--- src/sv/xbd_pkg.sv ---
package xbd_pkg;

  localparam logic [63:0] SEED_WORD_B = 64'h82A2_B175_229D_6A5B;

  // Rejection draw step limit and its counter width.
  localparam int unsigned MAX_TRIES = 64;
  localparam int unsigned CNT_W     = 16;
  localparam int unsigned STEPS_W   = 7;
  localparam int unsigned STEPS_SAT = 127;

  localparam int unsigned ROT_A   = 24;
  localparam int unsigned SHIFT_A = 16;
  localparam int unsigned ROT_B   = 37;

  typedef enum logic [1:0] {
    KIND_RESEED = 2'd0,
    KIND_RAW    = 2'd1,
    KIND_MASKED = 2'd2,
    KIND_REJECT = 2'd3
  } kind_e;

  typedef struct packed {
    logic load;
    logic step;
  } gen_ctrl_t;

endpackage

--- src/sv/xbd_gen.sv ---
module xbd_gen import xbd_pkg::*; (
  input  logic        clk_i,
  input  logic        rst_ni,
  input  gen_ctrl_t   ctrl_i,
  input  logic [63:0] seed_i,
  output logic [63:0] sum_o
);

  logic [63:0] word_a_q, word_a_d;
  logic [63:0] word_b_q, word_b_d;
  logic [63:0] mix;

  assign sum_o = word_a_q + word_b_q;
  assign mix   = word_a_q ^ word_b_q;

  always_comb begin
    word_a_d = word_a_q;
    word_b_d = word_b_q;
    if (ctrl_i.load) begin
      word_a_d = seed_i;
      word_b_d = SEED_WORD_B;
    end else if (ctrl_i.step) begin
      word_a_d = {word_a_q[63-ROT_A:0], word_a_q[63:64-ROT_A]} ^ mix ^ (mix << SHIFT_A);
      word_b_d = {mix[63-ROT_B:0], mix[63:64-ROT_B]};
    end
  end

  always_ff @(posedge clk_i or negedge rst_ni) begin
    if (!rst_ni) begin
      word_a_q <= '0;
      word_b_q <= SEED_WORD_B;
    end else begin
      word_a_q <= word_a_d;
      word_b_q <= word_b_d;
    end
  end

endmodule

--- src/sv/xoroshiro_bounded_draw_top.sv ---
// Bounded draw unit built around a xoroshiro128+ generator.
//
// Input channel (in_valid_i / in_ready_o) carries one command beat: kind_i
// selects reseed, raw 64-bit draw, masked draw or rejection draw below
// upper_bound_i. Output channel (out_valid_o / out_ready_i) returns exactly
// one result beat per command: value_o, steps_used_o and gave_up_o.
//
// Timing: a command is taken only while the sequencer is idle. A reseed loads
// the generator once the output register is free and then returns its beat. A
// draw runs one generator step per cycle on the shared step unit, bar a final
// step held while the output register is occupied: 1 step for raw and masked
// draws, 1..MAX_TRIES for a rejection draw. A new command is taken only once
// the last one has finished its steps and the sequencer is back in idle.
//
// Reset puts the generator at word_a = 0, word_b = the seed constant, clears
// the sequencer and drops out_valid_o. The result sits in an output register,
// so the next command is taken while it waits; if the receiver stalls, the
// sequencer holds the final step, or a reseed's load, until the output register frees up.
module xoroshiro_bounded_draw_top import xbd_pkg::*; (
  input  logic        clk_i,
  input  logic        rst_ni,
  input  logic        in_valid_i,
  output logic        in_ready_o,
  input  logic [1:0]  kind_i,
  input  logic [63:0] seed_value_i,
  input  logic [31:0] upper_bound_i,
  input  logic [31:0] draw_mask_i,
  output logic        out_valid_o,
  input  logic        out_ready_i,
  output logic [63:0] value_o,
  output logic [6:0]  steps_used_o,
  output logic        gave_up_o
);

  typedef enum logic {
    ST_IDLE,
    ST_RUN
  } state_e;

  state_e              state_q, state_d;
  kind_e               kind_q, kind_d;
  logic [63:0]         seed_q, seed_d;
  logic [31:0]         bound_q, bound_d;
  logic [31:0]         mask_q, mask_d;
  logic [CNT_W-1:0]    cnt_q, cnt_d;
  logic                out_valid_q, out_valid_d;
  logic [63:0]         value_q, value_d;
  logic [STEPS_W-1:0]  steps_q, steps_d;
  logic                gave_up_q, gave_up_d;

  gen_ctrl_t           gen_ctrl;
  logic [63:0]         sum;
  logic [31:0]         masked;
  logic                hit;
  logic                last_try;
  logic                done;
  logic                slot_free;
  logic [CNT_W:0]      steps_now;
  logic [STEPS_W-1:0]  steps_sat;

  xbd_gen u_gen (
    .clk_i  (clk_i),
    .rst_ni (rst_ni),
    .ctrl_i (gen_ctrl),
    .seed_i (seed_q),
    .sum_o  (sum)
  );

  assign in_ready_o   = (state_q == ST_IDLE);
  assign out_valid_o  = out_valid_q;
  assign value_o      = value_q;
  assign steps_used_o = steps_q;
  assign gave_up_o    = gave_up_q;

  assign slot_free = !out_valid_q || out_ready_i;
  assign masked    = sum[31:0] & mask_q;
  assign hit       = masked < bound_q;
  assign last_try  = cnt_q == CNT_W'(MAX_TRIES - 1);
  // A draw finishes on this step unless a rejection draw misses with tries left.
  assign done      = (kind_q != KIND_REJECT) || hit || last_try;

  assign steps_now = {1'b0, cnt_q} + (CNT_W+1)'(1);
  assign steps_sat = (steps_now > (CNT_W+1)'(STEPS_SAT)) ? STEPS_W'(STEPS_SAT)
                                                         : steps_now[STEPS_W-1:0];

  always_comb begin
    gen_ctrl.load = 1'b0;
    gen_ctrl.step = 1'b0;
    if (state_q == ST_RUN) begin
      if (kind_q == KIND_RESEED) begin
        gen_ctrl.load = slot_free;
      end else begin
        // Hold the final step while the output register is still occupied.
        gen_ctrl.step = !done || slot_free;
      end
    end
  end

  always_comb begin
    state_d     = state_q;
    kind_d      = kind_q;
    seed_d      = seed_q;
    bound_d     = bound_q;
    mask_d      = mask_q;
    cnt_d       = cnt_q;
    out_valid_d = out_valid_q && !out_ready_i;
    value_d     = value_q;
    steps_d     = steps_q;
    gave_up_d   = gave_up_q;

    case (state_q)
      ST_IDLE: begin
        if (in_valid_i) begin
          kind_d  = kind_e'(kind_i);
          seed_d  = seed_value_i;
          bound_d = upper_bound_i;
          mask_d  = draw_mask_i;
          cnt_d   = '0;
          state_d = ST_RUN;
        end
      end
      ST_RUN: begin
        if (gen_ctrl.load) begin
          out_valid_d = 1'b1;
          value_d     = '0;
          steps_d     = '0;
          gave_up_d   = 1'b0;
          state_d     = ST_IDLE;
        end else if (gen_ctrl.step) begin
          cnt_d = cnt_q + CNT_W'(1);
          if (done) begin
            out_valid_d = 1'b1;
            steps_d     = steps_sat;
            gave_up_d   = 1'b0;
            state_d     = ST_IDLE;
            case (kind_q)
              KIND_RAW:    value_d = sum;
              KIND_MASKED: value_d = {32'd0, masked};
              default: begin
                if (hit) begin
                  value_d = {32'd0, masked};
                end else begin
                  value_d   = '0;
                  gave_up_d = 1'b1;
                end
              end
            endcase
          end
        end
      end
      default: state_d = ST_IDLE;
    endcase
  end

  always_ff @(posedge clk_i or negedge rst_ni) begin
    if (!rst_ni) begin
      state_q     <= ST_IDLE;
      kind_q      <= KIND_RESEED;
      seed_q      <= '0;
      bound_q     <= '0;
      mask_q      <= '0;
      cnt_q       <= '0;
      out_valid_q <= 1'b0;
      value_q     <= '0;
      steps_q     <= '0;
      gave_up_q   <= 1'b0;
    end else begin
      state_q     <= state_d;
      kind_q      <= kind_d;
      seed_q      <= seed_d;
      bound_q     <= bound_d;
      mask_q      <= mask_d;
      cnt_q       <= cnt_d;
      out_valid_q <= out_valid_d;
      value_q     <= value_d;
      steps_q     <= steps_d;
      gave_up_q   <= gave_up_d;
    end
  end

endmodule

--- config.mk ---
export PLATFORM = sky130hd
export DESIGN_NAME = xoroshiro_bounded_draw_top
export DESIGN_NICKNAME = d
export VERILOG_FILES = /design/src/sv/xbd_pkg.sv /design/src/sv/xbd_gen.sv /design/src/sv/xoroshiro_bounded_draw_top.sv
export SDC_FILE = /design/constraint.sdc
export NUM_CORES = 1
export LEC_CHECK = 0
export BUFFER_PORTS_ARGS = -buffer_cell sky130_fd_sc_hd__buf_2
export CORE_ASPECT_RATIO = 1.5
export CORE_MARGIN = 10
export CORE_UTILIZATION = 54
export DETAILED_ROUTE_END_ITERATION = 10
export GPL_TIMING_DRIVEN = 0
export HOLD_SLACK_MARGIN = 0.03
export PLACE_DENSITY = 0.77
export SLEW_MARGIN = 20
export SYNTH_ARGS = -nofsm -noshare
export SYNTH_HDL_FRONTEND = slang
export SYNTH_SLANG_ARGS = --single-unit
export TNS_END_PERCENT = 1
--- constraint.sdc ---
create_clock -name clk_i -period 4.8 [get_ports clk_i]
set_input_delay 0.24 -clock clk_i [delete_from_list [all_inputs] [get_ports clk_i]]
set_output_delay 0.24 -clock clk_i [all_outputs]
set_load 0.1 [all_outputs]
**Word-level counts from Yosys, hierarchy flattened**

Cells that the tools add are included.

- $add $sub $neg: 3
- Magnitude comparators: 2
- Equality and inequality tests: 7
- Muxes and demuxes: 34
- Bitwise operators: 5
- Reduce and logical (&&, ||, !) cells: 15

Operators with widths:

| kind | count |
|---|---|
| $mux W64 | 7 |
| $xor A64 B64 Y64 | 3 |
| $pmux W64 S2 | 1 |
| $add A64 B64 Y64 | 1 |
| $mux W16 | 3 |
| $and A32 B32 Y32 | 1 |
| $lt A32 B32 Y1 | 1 |
| $mux W32 | 1 |
| $pmux W16 S2 | 1 |
| $mux W7 | 4 |
| $add A16 B1 Y17 const B | 1 |
| $gt A17 B7 Y1 const B | 1 |
| $add A16 B1 Y16 const B | 1 |
| $eq A16 B6 Y1 const B | 1 |
| $mux W1 | 15 |
| $ne A2 B2 Y1 const B | 3 |
| $reduce_and A3 Y1 | 2 |
| $logic_or A1 B1 Y1 | 4 |
| $reduce_bool A2 Y1 | 2 |
| $logic_not A1 Y1 | 3 |
| $eq A2 B1 Y1 const B | 1 |
| $eq A2 B2 Y1 const B | 1 |
| $logic_not A2 Y1 | 1 |
| $mux W2 | 1 |
| 6 further kinds | 6 |

- Register bits: 348
- Bits of input ports: 134
- Output and inout port bits: 74
- Logic and storage cells: 78

**Longest topological paths before layout**

Gate-level depths: netlist of the first run.

- Depth after elaboration: 12
- Depth in mapped cells: 24
- Depth with buffers taken out: 20

**Hierarchy**

Synthesis of the first run repeated with hierarchy kept, for this count alone.

- Cell total of the unflattened synthesis: 2485
- Area, all modules: 21086.5 sq um

By module, submodules not included:

| module | times used | cells an instance | area each (sq um) | seq. area each (sq um) |
|---|---|---|---|---|
| xoroshiro_bounded_draw_top | 1 | 1243 | 10548.9 | 5505.3 |
| xbd_gen | 1 | 1242 | 10537.6 | 3240.6 |

**Worst setup path after synthesis of the first run**

Ideal clock, no wire load.

- Path type: flip-flop to flip-flop
- Start point: reg u_gen.word_a_q[0]
- End point: reg cnt_q[11]
- Library setup time: 118 ps
- Arrival time: 4707 ps
- Data required time: 4682 ps
- Setup slack: -25 ps
- Stages on the path, launching flop included: 23
- Period minus slack after synthesis: 4825 ps
- Cells stage by stage: dfrtp_1 ha_1 fa_1 a21o_1 a31oi_2 o211ai_1 a211oi_2 o211ai_1 a31o_2 buf_6 xor2_1 and2_1 ha_1 nand4_1 nor2_1 o2111ai_1 a221oi_1 o21a_1 buf_2 o21a_1 buf_4 mux2_2 a21o_1

- Cells in the longest elaborated chain, start to end: 11

Ends and longest elaborated chain:

| element | line | text |
|---|---|---|
| start: declaration | xbd_gen.sv:9 | `logic [63:0] word_a_q, word_a_d;` |
| start signal: assignment | xbd_gen.sv:33 | `word_a_q <= word_a_d;` |
| $add A64 B64 Y64 | xbd_gen.sv:13 | `assign sum_o = word_a_q + word_b_q;` |
| $and A32 B32 Y32 | xoroshiro_bounded_draw_top.sv:76 | `assign masked = sum[31:0] & mask_q;` |
| $lt A32 B32 Y1 | xoroshiro_bounded_draw_top.sv:77 | `assign hit = masked < bound_q;` |
| $logic_or A1 B1 Y1 (2 in a row) | xoroshiro_bounded_draw_top.sv:80 | `assign done = (kind_q != KIND_REJECT) \|\| hit \|\| last_try;` |
| $logic_not A1 Y1 | xoroshiro_bounded_draw_top.sv:94 | `gen_ctrl.step = !done \|\| slot_free;` |
| $logic_or A1 B1 Y1 | xoroshiro_bounded_draw_top.sv:94 |  |
| $mux W1 | xoroshiro_bounded_draw_top.sv:90 | `if (kind_q == KIND_RESEED) begin` |
| $mux W2 | xoroshiro_bounded_draw_top.sv:89 | `if (state_q == ST_RUN) begin` |
| $ne A2 B1 Y1 (no source line) | -- |  |
| $reduce_and A3 Y1 (no source line) | -- |  |
| end signal: assignment | xoroshiro_bounded_draw_top.sv:173 | `cnt_q <= cnt_d;` |
| end: declaration | xoroshiro_bounded_draw_top.sv:45 | `logic [CNT_W-1:0] cnt_q, cnt_d;` |

No other way between the ends.
A chain may end at the register's enable or synchronous reset.

**Final worst setup path of the first run**

- Start point: reg u_gen.word_b_q[2]
- End point: reg cnt_q[11]

- Cells in the longest elaborated chain, start to end: 11

Ends and longest elaborated chain:

| element | line | text |
|---|---|---|
| start: declaration | xbd_gen.sv:10 | `logic [63:0] word_b_q, word_b_d;` |
| start signal: assignment | xbd_gen.sv:34 | `word_b_q <= word_b_d;` |
| $add A64 B64 Y64 | xbd_gen.sv:13 |  |
| $and A32 B32 Y32 | xoroshiro_bounded_draw_top.sv:76 |  |
| $lt A32 B32 Y1 | xoroshiro_bounded_draw_top.sv:77 |  |
| $logic_or A1 B1 Y1 (2 in a row) | xoroshiro_bounded_draw_top.sv:80 |  |
| $logic_not A1 Y1 | xoroshiro_bounded_draw_top.sv:94 |  |
| $logic_or A1 B1 Y1 | xoroshiro_bounded_draw_top.sv:94 |  |
| $mux W1 | xoroshiro_bounded_draw_top.sv:90 |  |
| $mux W2 | xoroshiro_bounded_draw_top.sv:89 |  |
| $ne A2 B1 Y1 (no source line) | -- |  |
| $reduce_and A3 Y1 (no source line) | -- |  |

No other way between the ends.

==> results of run 1 <==
==> cell usage in the layout, fill, tap and decap left out, types with 10 or more instances in the layout <==
cell type	instances
a22oi_2	30
o22ai_1	11
o21ai_0	125
a32o_1	25
mux2i_1	12
o21ai_1	51
dfrtp_1	310
a22o_1	27
o211ai_1	13
clkbuf_16	38
nor2_1	63
a21o_1	82
ha_1	90
nor2b_1	16
a31oi_1	22
clkbuf_1	100
buf_4	59
inv_1	54
buf_6	24
and2_1	29
nor3_1	22
nand4_1	25
a21oi_1	111
dfstp_2	30
buf_2	218
xor2_1	69
nand2_1	557
clkbuf_8	10
a22oi_1	27
nand3_1	84
dlygate4sd3_1	132
xnor2_1	95
nand2b_1	11
==> state kept, by name, summed over array words and instances, names as in the netlist, 2 cells and up <==
name,count
seed_q,64
u_gen.word_a_q,64
u_gen.word_b_q,64
value_o,64
bound_q,32
mask_q,32
cnt_q,16
steps_used_o,7
kind_q,2
==> stage by stage <==
stage	hold WS, ns	utilization [%]
3_3_place_gp	0.4292	59.01
5_1_grt	0.2405	70.11
6_report	0.1878	70.13
4_1_cts	0.2069	68.96
2_1_floorplan	-0.05559	-
3_5_place_dp	0.1883	59.33
==> synthesized netlist by cell type, types with 9 or more instances <==
master and count:
clkbuf_1 122, o21ai_0 177, a32o_1 25, a21oi_1 117
nor3_1 23, o31ai_1 12, inv_1 54, a211oi_1 9
xor2_1 72, dfstp_2 30, nor2b_1 17, nand2_1 557
o22ai_1 11, a22o_1 27, a21o_1 82, and2_1 33
ha_1 100, a22oi_1 57, o21a_1 10, a31oi_1 23
nand4_1 25, nand2b_1 11, nor2_1 69, xnor2_1 99
mux2i_1 12, buf_2 41, dfrtp_1 318, o211ai_1 13
nand3_1 84
==> layout make-up <==
class / count / area [um^2] / share of cell area, %
multi-input combinational: 1774 / 11430 / 43.38
antenna: 4 / 10.01 / 0.03801
timing repair buffer: 395 / 2909 / 11.05
sequential: 348 / 8756 / 33.25
clock buffer: 47 / 1023 / 3.886
clock inverter: 21 / 285.3 / 1.083
inverter: 55 / 206.4 / 0.7839
tap: 489 / 611.8 / 2.323
buffer: 172 / 1109 / 4.209
==> cell families (layout without fill, tap and decap cells) <==
logic type      count (synthesis)  in the layout  share of synthesized area, %
other cells                     0              4                             0
simple gates                  861            861                         18.20
xor+xnor                      171            171                         7.303
buf+inv                       233            690                         4.698
compound gates                626            626                         20.20
mux                            15             15                        0.7505
flops                         348            348                         42.65
fa+ha+maj                     101            101                         6.199
==> routing by layer <==
metal	vias to the layer above	GRT usage, %	wire length (um)
met1	10030	40.14	30180
met4	0	30.05	8452
li1	9067	-	-
met3	347	5.357	5883
met5	-	0	0
met2	1219	60.16	41660
==> worst paths after layout <==
check | to | slack [ns] | cells past startpoint
max reg2reg | cnt_q[11] | -0.46 | 22
min in group clk_i | out_valid_o | 0.35 | 3
min | steps_used_o[0] | 0.19 | 2
min reg2reg | value_o[34] | 0.48 | 2
max | cnt_q[11] | -0.46 | 22
max in group asynchronous | value_o[35] | 3.40 | 4
==> worst max-delay path, delay by kind of cell (launching register included) <==
kind | cells | cell delay (ns)
xor+xnor | 1 | 0.14
buf+inv | 4 | 0.73
flops | 1 | 0.46
simple gates | 3 | 0.62
mux | 1 | 0.30
compound gates | 11 | 2.32
fa+ha+maj | 2 | 0.57
==> what timing repair did <==
item / 4_1_cts / 5_1_grt
hold buffers: 132 / 0
endpoints found under the hold margin: 199 / 0
gates cloned: 0 / 0
buffers inserted: 44 / 8
resized for setup: 183 / 129
pin swaps: 30 / 28
setup endpoints to repair: 218 / 218
==> impl_results.rst, run 1 <==
.. list-table::
   :header-rows: 1

   * - Metric
     - Value
   * - Result of the run
     - finished, violations left
   * - Failing checks
     - setup timing
   * - Die area
     - 0.04633 mm^2
   * - Largest stage delay, worst path
     - approximately 0.46 ns
   * - Placed cell area
     - 0.02228 mm^2
   * - Setup Skew
     - about 0.036 ns
   * - Source of the critical timing path
     - u_gen.word_b_q[2]
   * - Post-Route WL
     - 86170 um
   * - Clk root buf
     - clkbuf_16
   * - Standard-cell row count
     - 87
   * - Number of pins with negative max-slew slack in the final report
     - 0
   * - Slew headroom
     - about a third
   * - Main flop type after synthesis
     - dfrtp_1
   * - Sequential-to-total area share from yosys stat
     - 42.65%
   * - Filler Cells Inserted
     - 2863
   * - CP Capture Type
     - register
   * - Core Region
     - ~0.038 mm^2
   * - Critical-path maximum fanout
     - 8
   * - Buffers on Ports
     - 207
   * - Critical Path RT
     - 5.25 ns
   * - Final Hold Fails
     - 0
   * - Synth unique cells
     - 79
   * - Count of flip-flops with a built-in enable after synthesis
     - 0
   * - Cell type with the largest total area after synthesis
     - dfrtp_1
   * - Latest clock arrival within the worst-skew pair
     - 0.57 ns
   * - Final #Nets
     - ~3000
   * - Detailed Route Iter0 Violations
     - 2196
   * - Maximum number of pins on one net before global-route repair
     - 99
   * - Mean post-synth cell area
     - 8.708 um^2
   * - Timing-limited maximum frequency
     - 0.1900 GHz
   * - Final instance count without filler cells
     - around 3300
   * - Path class of the lowest-slack min-delay path
     - primary input to async pin
   * - TritonCTS clock tree
     - done
   * - Average wire length per cell after detail routing
     - between 20 and 30 um
   * - Unrepaired setup endpoints after global routing
     - yes
   * - Actual transition at the worst max-transition pin
     - ~1 ns
   * - Register clock-pin slew on the reported worst setup and hold paths
     - 0.06 ns
   * - Die boundary width
     - 179.1 um
   * - Largest cells by area after synthesis
     - dfrtp_1 39%, nand2_1 10%, ha_1 6.1%, o21ai_0 4.3%, xnor2_1 4.2%
   * - Share of flip-flops with an asynchronous set or reset
     - 100.0%
   * - Startpoint of the worst register-to-register path
     - u_gen.word_b_q[2]
   * - Flip-flop and latch count after synthesis
     - about 350
   * - List of cells traversed by the critical path
     - ha_1, buf_2, a21o_1, a31oi_4, o211ai_1, a211oi_2, o211ai_1, buf_4, a21boi_2, xnor2_2, and2_4, ha_4, nand4_1, nor2_4, o2111ai_4, a221oi_4, o21a_4, buf_12, o21a_1, buf_6, mux2_4, a21o_1
   * - Total vias in the final route
     - 20663
   * - Net Count, Synth
     - roughly 2600
   * - GP Congestion
     - 1.039
   * - Count of final setup violators
     - ~220
   * - Number of antenna violations at the first check in global routing
     - 2
   * - Critical Path AT
     - 5.71 ns
   * - CTS Buf Count
     - 37
   * - Total Neg Setup Slack
     - -73.65 ns
   * - Total congestion overflow after global routing
     - 0
   * - Starting Density
     - 54.61%
   * - Maximum root-to-sink buffer count
     - 3
   * - Chip height
     - 258.7 um
   * - Gate count after technology mapping
     - 2355
   * - Clock H-tree levels
     - 2
   * - Setup WS post-layout
     - -0.4626 ns
   * - Synthesized area
     - between 0.02 and 0.025 mm^2
   * - Dpl cells
     - 3055
   * - HPWL after detailed placement
     - 63030 um
   * - Number of global-route vias before repair
     - 20773
   * - Final critical delay including setup and external delays
     - 5.263 ns
   * - Mean number of vias per cell
     - 6.252
   * - Slowest cell on the critical path
     - dfrtp_2
   * - I/O Pins
     - 208
   * - Crit Path Category
     - register to register
   * - Ratio of cells with drive above 1 in the final layout
     - approximately a fifth
   * - Global routing usage summed across all routing layers
     - 36.24%
   * - Place WS
     - -1.851 ns
   * - DRC violation count after routing
     - 0
   * - Area share of the leading cell type in the synthesized netlist
     - approximately two fifths
   * - Post-DRT Antenna Nets
     - 0
   * - Share of the clock period used by the worst path
     - 109.6%
   * - Startpoint kind of the worst setup timing path
     - register
   * - Total number of clock tree sinks
     - 348
   * - Wire length of the first global-routing pass
     - 127200 um
   * - Cell area after layout
     - between 0.02 and 0.03 mm^2
   * - Area growth syn-to-layout
     - 28.43%
   * - Count of max-cap constraint violations
     - 0
   * - Warning count from the yosys run
     - 0
   * - Length of the first detailed-routing pass in iterations
     - 9
Power of run 1 is left out: the tool's default activity adds up to more than one toggle a clock period on the data nets, which glitch-free logic cannot reach.
==> run 2, diff against run 1 <==
ABC_AREA = 1   (was unset)
CORE_UTILIZATION = 42   (was 54)
PLACE_DENSITY = unset   (was 0.77)
==> impl_results.rst, run 2 <==
.. list-table::
   :header-rows: 1

   * - Metric
     - Value
   * - Slowest cell on the critical path
     - ha_2 (was dfrtp_2)
   * - Sequential-to-total area share from yosys stat
     - 38.53% (was 42.65%)
   * - Worst R2R End
     - u_gen.word_a_q[36] (was cnt_q[11])
   * - Result of the run
     - finished clean (was finished, violations left)
   * - Top library cells by usage in the layout, fill and taps aside
     - 999 x nand2_1, 338 x inv_1, 316 x dfrtp_1, 298 x nand3_1, 254 x nor2_1 (was 557 x nand2_1, 310 x dfrtp_1, 218 x buf_2, 132 x dlygate4sd3_1, 125 x o21ai_0)
   * - Startpoint of the worst register-to-register path
     - u_gen.word_a_q[29] (was u_gen.word_b_q[2])
   * - Actual transition at the worst max-transition pin
     - 1.123 ns (was 0.9865 ns)
   * - Count of final setup violators
     - 0 (was 217)
   * - R2R Setup Slk
     - 0.10 ns (was -0.46 ns)
   * - Largest cells by area after synthesis
     - dfrtp_1 35%, nand2_1 17%, nand3_1 6.7%, inv_1 5.6%, ha_1 5.5% (was dfrtp_1 39%, nand2_1 10%, ha_1 6.1%, o21ai_0 4.3%, xnor2_1 4.2%)
   * - Synthesized area
     - 0.02270 mm^2 (was 0.02051 mm^2)
   * - Crit Path Category
     - register to register (unchanged)
   * - Maximum number of pins on one net before global-route repair
     - 96 (was 99)
   * - Startpoint kind of the worst setup timing path
     - register (unchanged)
   * - Total congestion overflow after global routing
     - 0 (unchanged)
   * - Core Region
     - 0.05361 mm^2 (was 0.03755 mm^2)
   * - Filler Cells Inserted
     - 5501 (was 2863)
   * - Count of max-cap constraint violations
     - 0 (unchanged)
   * - Critical Path AT
     - 5.21 ns (was 5.71 ns)
   * - Die area
     - 0.06394 mm^2 (was 0.04633 mm^2)
   * - Net Count, Synth
     - 3410 (was 2590)
   * - Mean number of vias per cell
     - 5.328 (was 6.252)
   * - Total number of clock tree sinks
     - 348 (unchanged)
   * - Final Util
     - 52.06% (was 70.13%)
   * - Most common cell on crit path
     - nand2_1
   * - Standard-cell row count
     - 104 (was 87)
   * - CP Capture Type
     - register (unchanged)
   * - Count of flip-flops with a built-in enable after synthesis
     - 0 (unchanged)
   * - Number of pins with negative max-slew slack in the final report
     - 0 (unchanged)
   * - Share of flip-flops with an asynchronous set or reset
     - 100.0% (unchanged)
   * - Critical-path maximum fanout
     - 10 (was 8)
   * - Final critical delay including setup and external delays
     - 4.697 ns (was 5.263 ns)
   * - Ratio of cells with drive above 1 in the final layout
     - 14.23% (was 19.49%)
   * - Number of global-route vias before repair
     - 22875 (was 20773)
   * - Place WS
     - -1.078 ns (was -1.851 ns)
   * - DRC violation count after routing
     - 0 (unchanged)
   * - Wire length of the first global-routing pass
     - 144500 um (was 127200 um)
   * - CTS Buf Count
     - 39 (was 37)
   * - Latest clock arrival within the worst-skew pair
     - 0.61 ns (was 0.57 ns)
   * - Cell type with the largest total area after synthesis
     - dfrtp_1 (unchanged)
   * - Average wire length per cell after detail routing
     - 22.96 um (was 26.07 um)
   * - Clock H-tree levels
     - 2 (unchanged)
   * - Critical Path RT
     - 5.32 ns (was 5.25 ns)
   * - Register clock-pin slew on the reported worst setup and hold paths
     - 0.07 ns (was 0.06 ns)
   * - Synth unique cells
     - 41 (was 79)
   * - Setup WS post-layout
     - 0.1031 ns (was -0.4626 ns)
   * - Die boundary width
     - 209.8 um (was 179.1 um)
   * - Commonest cells in the netlist
     - 1008 x nand2_1, 340 x inv_1, 318 x dfrtp_1 (was 557 x nand2_1, 318 x dfrtp_1, 177 x o21ai_0)
   * - Maximum root-to-sink buffer count
     - 3 (unchanged)
   * - Warning count from the yosys run
     - 0 (unchanged)
   * - Post-Route WL
     - 98090 um (was 86170 um)
   * - Timing-limited maximum frequency
     - 0.2129 GHz (was 0.1900 GHz)
   * - Number of antenna violations at the first check in global routing
     - 0 (was 2)
   * - Flip-flop and latch count after synthesis
     - 348 (unchanged)
   * - Global routing usage summed across all routing layers
     - 30.00% (was 36.24%)
   * - Main flop type after synthesis
     - dfrtp_1 (unchanged)
   * - HPWL after detailed placement
     - 77340 um (was 63030 um)
   * - Final Hold Fails
     - 0 (unchanged)
   * - List of cells traversed by the critical path
     - ha_2, nand2_1, nor2_1, nand2_1, nor2_1, nand2_1, nand2_2, nand2_1, nand3_1, inv_1, ha_1, nand2_1, nor4_4, and3_4, nand2_2, nand2_4, nand2_2, nand2_4, nand2_8, nand2_4, buf_8, buf_6, nand2_1, nand2_1 (was ha_1, buf_2, a21o_1, a31oi_4, o211ai_1, a211oi_2, o211ai_1, buf_4, a21boi_2, xnor2_2, and2_4, ha_4, nand4_1, nor2_4, o2111ai_4, a221oi_4, o21a_4, buf_12, o21a_1, buf_6, mux2_4, a21o_1)
   * - Most common cell after layout, fill and taps aside
     - nand2_1 (unchanged)
   * - Path class of the lowest-slack min-delay path
     - primary input to async pin (unchanged)
   * - Area growth syn-to-layout
     - 22.94% (was 28.43%)
   * - Length of the first detailed-routing pass in iterations
     - 6 (was 9)
   * - Final #Nets
     - 3787 (was 3018)
   * - TritonCTS clock tree
     - done (unchanged)
   * - Most frequently used cell type in the post-synthesis netlist
     - nand2_1 (unchanged)
   * - R2R depth
     - 24 (was 22)
   * - Clk root buf
     - clkbuf_16 (unchanged)
   * - Diode insertion count for antenna repair
     - 0 (was 4)
   * - Buffers on Ports
     - 207 (unchanged)
   * - Detailed Route Iter0 Violations
     - 1662 (was 2196)
   * - Starting Density
     - 42.34% (was 54.61%)
   * - Share of the clock period used by the worst path
     - 97.85% (was 109.6%)
   * - Setup Skew
     - 0.03639 ns (was 0.03599 ns)
   * - GP Congestion
     - 1.019 (was 1.039)
   * - Post-DRT Antenna Nets
     - 0 (unchanged)
   * - Area share of the leading cell type in the synthesized netlist
     - 35.05% (was 38.80%)
   * - Mean post-synth cell area
     - 7.150 um^2 (was 8.708 um^2)
   * - I/O Pins
     - 208 (unchanged)
   * - Total vias in the final route
     - 22760 (was 20663)
   * - Chip height
     - 304.7 um (was 258.7 um)
   * - Largest stage delay, worst path
     - 0.59 ns (was 0.46 ns)
   * - Slew headroom
     - 24.88% (was 34.23%)
   * - Gate count after technology mapping
     - 3175 (was 2355)
==> run 2: critical path, delay by kind of cell, from the launching register on <==
family,cells,cell delay (ns)
flip-flops,1,0.46
AND/OR/NAND/NOR,19,2.85
buffers and inverters,3,0.42
adder cells (fa/ha/maj),2,0.87
==> run 2: worst max path at each step <==
stage	start	endpoint	slack (ns)	depth (start not counted)
finish	u_gen.word_a_q[29]	u_gen.word_a_q[36]	0.10	24
detailed placement	u_gen.word_a_q[19]	value_o[52]	-1.08	24
CTS	u_gen.word_a_q[10]	u_gen.word_a_q[36]	-0.007	26
global placement	rst_ni	seed_q[62]	-3.69	1
floorplan	u_gen.word_a_q[14]	u_gen.word_a_q[55]	1.14	26
global route	u_gen.word_b_q[6]	u_gen.word_a_q[36]	-0.03	26
==> run 2: timing repair <==
| item | 4_1_cts | 5_1_grt |
|---|---|---|
| endpoints found under the setup margin | 218 | 215 |
| gates resized for setup | 55 | 41 |
| hold buffers | 132 | 0 |
| setup buffers | 3 | 14 |
| endpoints found under the hold margin | 258 | 0 |
| pin swaps | 1 | 7 |
==> run 2: layout make-up <==
class	count	area, um^2	share of cell area [%]
clock inverter	22	321.6	1.152
clock buffer	50	1077	3.860
buffer	144	666.9	2.390
tap	689	862.1	3.089
sequential	348	8748	31.35
timing repair buffer	360	2618	9.379
multi-input combinational	2314	12320	44.13
inverter	345	1299	4.654
==> run 2: metrics by stage <==
stage / TNS [ns] / area [um^2] / hold slack, ns / std cells
final: 0 / 27910 / 0.1474 / 4272
after detailed placement: -173.82 / 24720 / 0.1610 / 4075
after CTS: -0.006874 / 27640 / 0.1374 / 4258
after global routing: -0.04195 / 27910 / 0.1829 / 4272
after floorplan: 0 / 22700 / -0.05559 / 3175
after global placement: -1355.80 / 24600 / 0.4594 / 4071
==> run 2: layer usage <==
| metal | up-vias | global-route usage [%] | wire length [um] |
|---|---|---|---|
| met5 | - | 0 | 0 |
| met4 | 0 | 20.86 | 8030 |
| met3 | 295 | 4.750 | 6075 |
| met2 | 945 | 51.84 | 47680 |
| met1 | 10727 | 33.01 | 36310 |
| li1 | 10793 | - | - |
==> run 2: logic make-up (layout without fill, tap and decap cells) <==
kind of cell | after synthesis | count (layout) | synth area share, %
compound gates | 338 | 338 | 7.727
xor+xnor | 151 | 151 | 5.826
fa+ha+maj | 101 | 101 | 5.600
buf+inv | 513 | 921 | 8.896
flops | 348 | 348 | 38.53
mux | 66 | 66 | 3.274
simple gates | 1658 | 1658 | 30.15
Power of run 2 is left out for the same reason.
